--- src/hdl/assert_macros.svh ---
// assertion helpers shared by the rtl
`ifndef ASSERT_MACROS_SVH
`define ASSERT_MACROS_SVH

// clocked assertion on clk_i, quiet while rst_ni is low
`define ISMS_ASSERT(lbl, prop, msg) \
  lbl: assert property (@(posedge clk_i) disable iff (!rst_ni) prop) else $error(msg);

// implication form of the same
`define ISMS_ASSERT_IMP(lbl, ante, cons, msg) \
  lbl: assert property (@(posedge clk_i) disable iff (!rst_ni) (ante) |-> (cons)) \
    else $error(msg);

`endif

--- src/hdl/isms_pkg.sv ---
package isms_pkg;

  localparam int unsigned ISMS_CAPACITY   = 16;
  localparam int unsigned ISMS_COORD_BITS = 32;

  typedef enum logic [1:0] {
    CMD_ADD    = 2'd0,
    CMD_REMOVE = 2'd1,
    CMD_QANY   = 2'd2,
    CMD_QALL   = 2'd3
  } cmd_e;

  typedef enum logic [1:0] {
    ST_OK   = 2'd0,
    ST_FULL = 2'd1,
    ST_INV  = 2'd2
  } status_e;

  // what a cell does with its contents this cycle
  typedef enum logic [2:0] {
    OP_HOLD         = 3'd0,
    OP_PREV         = 3'd1,
    OP_NEXT         = 3'd2,
    OP_LOAD         = 3'd3,
    OP_TRIM_HI      = 3'd4,
    OP_TRIM_LO      = 3'd5,
    OP_PREV_TRIM_LO = 3'd6
  } cell_op_e;

  typedef struct packed {
    logic below;
    logic touch;
    logic overlap;
    logic covers;
    logic le_hi;
    logic split;
  } cell_flags_t;

  typedef struct packed {
    cmd_e        command;
    logic [31:0] range_lo;
    logic [31:0] range_hi;
  } in_word_t;

  typedef struct packed {
    logic        hit;
    logic [31:0] found_lo;
    logic [31:0] found_hi;
    logic [32:0] covered_length;
    logic [4:0]  interval_total;
    status_e     status;
  } out_word_t;

endpackage

--- src/hdl/isms_cell.sv ---
module isms_cell import isms_pkg::*; #(
  parameter int unsigned CoordBits = ISMS_COORD_BITS
) (
  input  logic                 clk_i,
  input  cell_op_e             op_i,
  input  logic [CoordBits-1:0] lo_i,
  input  logic [CoordBits-1:0] hi_i,
  input  logic [CoordBits-1:0] wr_s_i,
  input  logic [CoordBits-1:0] wr_e_i,
  input  logic [CoordBits-1:0] prev_s_i,
  input  logic [CoordBits-1:0] prev_e_i,
  input  logic [CoordBits-1:0] next_s_i,
  input  logic [CoordBits-1:0] next_e_i,
  output logic [CoordBits-1:0] s_o,
  output logic [CoordBits-1:0] e_o,
  output cell_flags_t          flags_o
);

  logic [CoordBits-1:0] s_q, s_d, e_q, e_d;
  logic [CoordBits:0]   s_x, e_x, lo_x, hi_x;

  // next contents
  always_comb begin
    s_d = s_q;
    e_d = e_q;
    case (op_i)
      OP_PREV: begin
        s_d = prev_s_i;
        e_d = prev_e_i;
      end
      OP_NEXT: begin
        s_d = next_s_i;
        e_d = next_e_i;
      end
      OP_LOAD: begin
        s_d = wr_s_i;
        e_d = wr_e_i;
      end
      OP_TRIM_HI: e_d = lo_i - 1'b1;
      OP_TRIM_LO: s_d = hi_i + 1'b1;
      OP_PREV_TRIM_LO: begin
        s_d = hi_i + 1'b1;
        e_d = prev_e_i;
      end
      default: ;
    endcase
  end

  always_ff @(posedge clk_i) begin
    s_q <= s_d;
    e_q <= e_d;
  end

  // compares against the range, one bit wider so end plus one cannot wrap
  assign s_x  = {1'b0, s_q};
  assign e_x  = {1'b0, e_q};
  assign lo_x = {1'b0, lo_i};
  assign hi_x = {1'b0, hi_i};

  always_comb begin
    flags_o.below   = (e_x + 1'b1) < lo_x;
    flags_o.touch   = !((e_x + 1'b1) < lo_x) && !(s_x > (hi_x + 1'b1));
    flags_o.overlap = (e_q >= lo_i) && (s_q <= hi_i);
    flags_o.covers  = (s_q <= lo_i) && (e_q >= hi_i);
    flags_o.le_hi   = s_q <= hi_i;
    flags_o.split   = (s_q < lo_i) && (e_q > hi_i);
  end

  assign s_o = s_q;
  assign e_o = e_q;

endmodule

--- config.mk ---
export PLATFORM = sky130hd
export DESIGN_NAME = isms_cell
export DESIGN_NICKNAME = d
export VERILOG_FILES = /design/src/hdl/assert_macros.svh /design/src/hdl/isms_pkg.sv /design/src/hdl/isms_cell.sv
export SDC_FILE = /design/constraint.sdc
export NUM_CORES = 1
export LEC_CHECK = 0
export ABC_CLOCK_PERIOD_IN_PS = 4400
export BUFFER_PORTS_ARGS = -buffer_cell sky130_fd_sc_hd__clkbuf_2
export CORE_ASPECT_RATIO = 1.5
export CORE_MARGIN = 2
export CORE_UTILIZATION = 35
export DETAILED_ROUTE_END_ITERATION = 7
export PLACE_DENSITY = 0.7
export SYNTH_ARGS = -nofsm -noshare
export SYNTH_HDL_FRONTEND = slang
export SYNTH_SLANG_ARGS = --single-unit
--- constraint.sdc ---
create_clock -name clk_i -period 4.4 [get_ports clk_i]
set_input_delay 0.44 -clock clk_i [delete_from_list [all_inputs] [get_ports clk_i]]
set_output_delay 0.44 -clock clk_i [all_outputs]
set_load 0.1 [all_outputs]
# [Word-level counts from Yosys, hierarchy flattened]
# Cells that the tools add are included.
[totals] register_bits=64 latchBits=0 ram_bits=0 romBits=0 out_inout_bits=70 memories=0
[classes] add_sub_neg=4 n_mul=0 div=0 order_cmp=8 n_eq_ne=6 shifts=0 mux=2 bitwise=0 n_reduce_logical=10
[ops] op="32-bit one-hot mux with 4 select lines" n=2
[ops] op="32-bit by 1-bit adder with 33-bit output (second input constant)" n=2
[ops] op="32-bit greater-or-equal comparator" n=2
[ops] op="32-bit less-or-equal comparator" n=2
[ops] op="32-bit by 33-bit greater-than comparator with 1-bit output" n=1
[ops] op="33-bit by 32-bit < comparator with 1-bit output" n=1
[ops] op="32-bit by 1-bit adder with 32-bit output (second input constant)" n=1
[ops] op="32-bit greater-than comparator" n=1
[ops] op="32-bit < comparator" n=1
[ops] op="32-bit by 1-bit subtractor with 32-bit output (second input constant)" n=1
[ops] op="3-bit == test (second input constant)" n=3
[ops] op="4-bit nonzero test" n=2
[ops] op="3-bit by 2-bit == test with 1-bit output (second input constant)" n=2
[ops] op="1-bit logical AND" n=4
[ops] op="2-bit OR reduction" n=2
[ops] op="3-bit by 1-bit == test with 1-bit output (second input constant)" n=1
[ops] op="1-bit zero test" n=2

# [Logic depth before layout (Yosys ltp)]
[logic_depth] word_depth=4 ltp_mapped=13 depth_no_buf=13

# [Worst setup path after synthesis]
# OpenSTA, ideal clock, no wires.
[synth_path] kind="flip-flop to output port" start="register e_q[1] (netlist: e_o[1])" end="output port flags_o[4] in the netlist's numbering" t_arrival_ns=5.123 required_ns=3.960 setup_slack_ns=-1.163 path_stages_with_launch=14 path_buffers=0 path_cell_list="edfxtp_1 > ha_1 > nand3_1 > or2_2 > nor3_1 > nand3_1 > xnor2_1 > ha_1 > a21o_1 > a21oi_1 > o21a_1 > o21ai_0 > a311oi_1 > a2bb2oi_1"
[synth_lines] element="from (decl)" line_no="isms_cell.sv:19" rtl="logic [CoordBits-1:0] s_q, s_d, e_q, e_d;"
[synth_lines] element="from (signal assigned)" line_no="isms_cell.sv:51" rtl="e_q <= e_d;"
[synth_lines] element="to (decl)" line_no="isms_cell.sv:16" rtl="output cell_flags_t flags_o"

==> impl_metrics.csv <==
group,metric,value,unit
synthesis,seq_area_frac_synth,0.177,
synthesis,synth_ff_type,"edfxtp_1",
synthesis,synth_top_family_by_area,"adder cells",
timing,timing.setup.tns,0,ns
worst_setup_path,cpMaxStageDelayCell,"edfxtp_1",
timing,worst_pin_slew,1.07,ns
global_route,grt_max_degree,62,
global_route,antenna_found_initial,1,
placed_design,post-dp-hpwl,38000,um
hold_path,hold_path_end,"s_o[10]",
clock_tree,clk_pin_slew,0.06,ns
clock_tree,clk_path_buf_depth,2,
synthesis,synthTopCellsByArea,"ha_1 (23%), edfxtp_1 (18%), xnor2_1 (6.6%)",
layout,n_antenna_cell,0,
worst_setup_path,crit_required,3.96,ns
worst_setup_path,path_cells,"ha_2, nand3_1, or2_4, nor3_4, nand3_1, xnor2_1, ha_1, a21o_1, a21oi_1, o21a_1, o21ai_0, a311oi_1, buf_4, and2_4, buf_6",
timing,period_minus_slack,4.22,ns
layout,drive_gt1_frac,0.249,
detailed_routing,dr_total_vias,12100,
placed_design,place_area,13100,um^2
detailed_routing,wl_per_cell,22.5,um
timing,slew_viol_final,0,
detailed_routing,drt_pre_antenna_iters,5,
timing,maxSlewHeadroom,0.289,
synthesis,ys_top_cells_by_count,"ha_1 (195), nor2_1 (122), a21oi_1 (96)",
synthesis,synth_edf_count,64,
synthesis,ys_ff_latch,64,
detailed_routing,viasPerCell,5.87,
floorplanning,fp.dieArea,32400,um^2
global_route,grt_overflow,0,
timing,hold_viol,0,
worst_setup_path,crit_fanout,7,
clock_tree,clock-root-buffer,"clkbuf_16",
power,irDropWorstVdd,0.187,mV
hold_path,holdCritStartpoint,"prev_s_i[10]",
worst_setup_path,worstSetupEndpointType,"output port",
layout,multiInputGateArea,8470,um^2
timing,finalCritPeriodShare,0.959,
worst_setup_path,path_class,"flip-flop to output port",
timing,rsz0062_at_grt,"no",
power,p_leak,6.33,nW
floorplanning,core_area,30400,um^2
global_route,grt_util_all_layers,0.276,
detailed_routing,drc_errors,0,
clock_tree,cts_made_buffers,9,
synthesis,synth_xor_area_frac,0.0720,
floorplanning,dieWidth,148,um
synthesis,yosysMostFrequentCell,"ha_1",
floorplanning,start_util,0.357,
synthesis,syn_nets,1781,
timing,timing.hold.ws,0.390,ns
clock_tree,cts_tree,"built",
synthesis,synth_compound_area_frac,0.225,
layout,fin_area,13500,um^2
clock_tree,h-tree-depth,3,
layout,fin_nets,2115,
worst_setup_path,cp-startpoint,"e_o[0]",
hold_path,hold_depth,3,
synthesis,synth_top_area_share,0.225,
floorplanning,top_level_ports,330,
hold_path,min_path_type,"input port to flip-flop",
synthesis,ys_async_sr_fraction,0,
synthesis,postSynthCellCount,1326,
clock_tree,ctsHoldBuffers,0,
timing,setup_viol,0,
synthesis,yosysUniqueCellTypes,63,
floorplanning,die_h,219,um
outcome,status,"completed",
layout,nFillCells,3043,
floorplanning,placementRows,78,
synthesis,yosys-mux-area-fraction,0.0621,
worst_setup_path,crit_top_cell,"nand3_1",
synthesis,synthesis.area_per_instance,8.17,um^2
detailed_routing,ant_nets,0,
synthesis,synth-simple-area-share,0.192,
layout,area_growth,24.7,%
synthesis,synth_area,10800,um^2
synthesis,yosys_warnings,0,
placed_design,gp_congestion,0.923,
run,cap_violations,0,
global_route,grt_pass1_vias,11600,
worst_setup_path,arrival,3.78,ns
global_route,grt_pass1_wl,67900,um
worst_setup_path,critPathLaunchType,"flip-flop",
synthesis,synth-adder-area-share,0.225,
timing,clock.fmax,237,MHz
detailed_routing,finalWirelength,46400,um
layout,seq_area,1920,um^2
power,power_density,299,nW/um^2
placed_design,io_buffer_count,329,
detailed_routing,drt_iter0_drc,989,
worst_setup_path,slowest_delay,0.48,ns
synthesis,synth_top_area_cell,"ha_1",
clock_tree,numClockSinks,64,
registers in the layout (all words and copies together), names as in the netlist:
name,flops
e_o,32
s_o,32
cell type report:
type | instances | share of cell area
tap | 400 | 0.0371
inverter | 79 | 0.0220
sequential | 64 | 0.142
clock inverter | 7 | 0.00463
timing repair buffer | 376 | 0.150
clock buffer | 9 | 0.0167
multi-input combinational | 1130 | 0.627
placed cells by master (no fill, tap or decap), types with 31 or more instances in the layout:
master,instances
clkbuf_2,324
ha_1,194
nor2_1,119
a21oi_1,95
xnor2_1,82
inv_1,78
nand2_1,72
o21ai_0,68
mux2i_1,66
edfxtp_1,64
nand3_1,59
a211oi_1,50
buf_4,50
nand4_1,44
nor3_1,31
worst max path at each step:
stage / cells after the start / slack (ns) / endpoint
after floorplan: 13 / -0.25 / flags_o[4]
after global placement: 15 / 0.17 / flags_o[4]
after detailed placement: 15 / 0.14 / flags_o[4]
after CTS: 15 / 0.1 / flags_o[5]
after global routing: 15 / 0.006 / flags_o[4]
final: 15 / 0.18 / flags_o[5]
cells by family (layout without fill, tap and decap cells):
| logic type | count (synthesis) | count (layout) |
|---|---|---|
| simple gates | 413 | 413 |
| compound gates | 366 | 366 |
| fa+ha+maj | 195 | 195 |
| buf+inv | 132 | 471 |
| xor+xnor | 89 | 89 |
| mux | 67 | 67 |
| flops | 64 | 64 |
per-layer routing:
layer  routed length [um]  vias up  GRT usage
met5                   13        -          0
met4                 1880        2      0.124
met3                 2970      115     0.0428
met2                23400      527      0.496
met1                18100     5716      0.322
li1                     -     5768          -
worst max-delay path: cells and delay by family, from the launching register on:
family	cells	cell delay, ns
AO/OA/AOI/OAI	5	0.71
AND/OR/NAND/NOR	5	1.09
XOR/XNOR	1	0.15
flip-flops	1	0.48
buffers and inverters	2	0.40
adder cells (fa/ha/maj)	2	0.57
power by group:
| group | leakage [nW] | internal, W | total (W) | switching, W |
|---|---|---|---|---|
| Combinational | 5.54 | 0.000704 | 0.00231 | 0.00160 |
| Clock | 0.146 | 0.000434 | 0.000756 | 0.000322 |
| Sequential | 0.644 | 0.000791 | 0.000980 | 0.000189 |
| Total | 6.33 | 0.00193 | 0.00404 | 0.00211 |
through the flow:
stage	power [W]	worst slack (ns)	instances	util
6_report	0.00404	0.181	2065	0.445
5_1_grt	0.00425	0.00605	2065	0.445
4_1_cts	0.00401	0.0964	2054	0.442
3_5_place_dp	0.00325	0.138	2038	0.432
3_3_place_gp	0.00321	0.172	2038	0.432
2_1_floorplan	0.00256	-0.253	1326	-
repair_timing:
item	CTS	global route
setup endpoints to repair	0	2
endpoints found under the hold margin	0	0
setup buffers	0	11
gates resized for setup	0	3
Power figures use the tool's default switching activity.
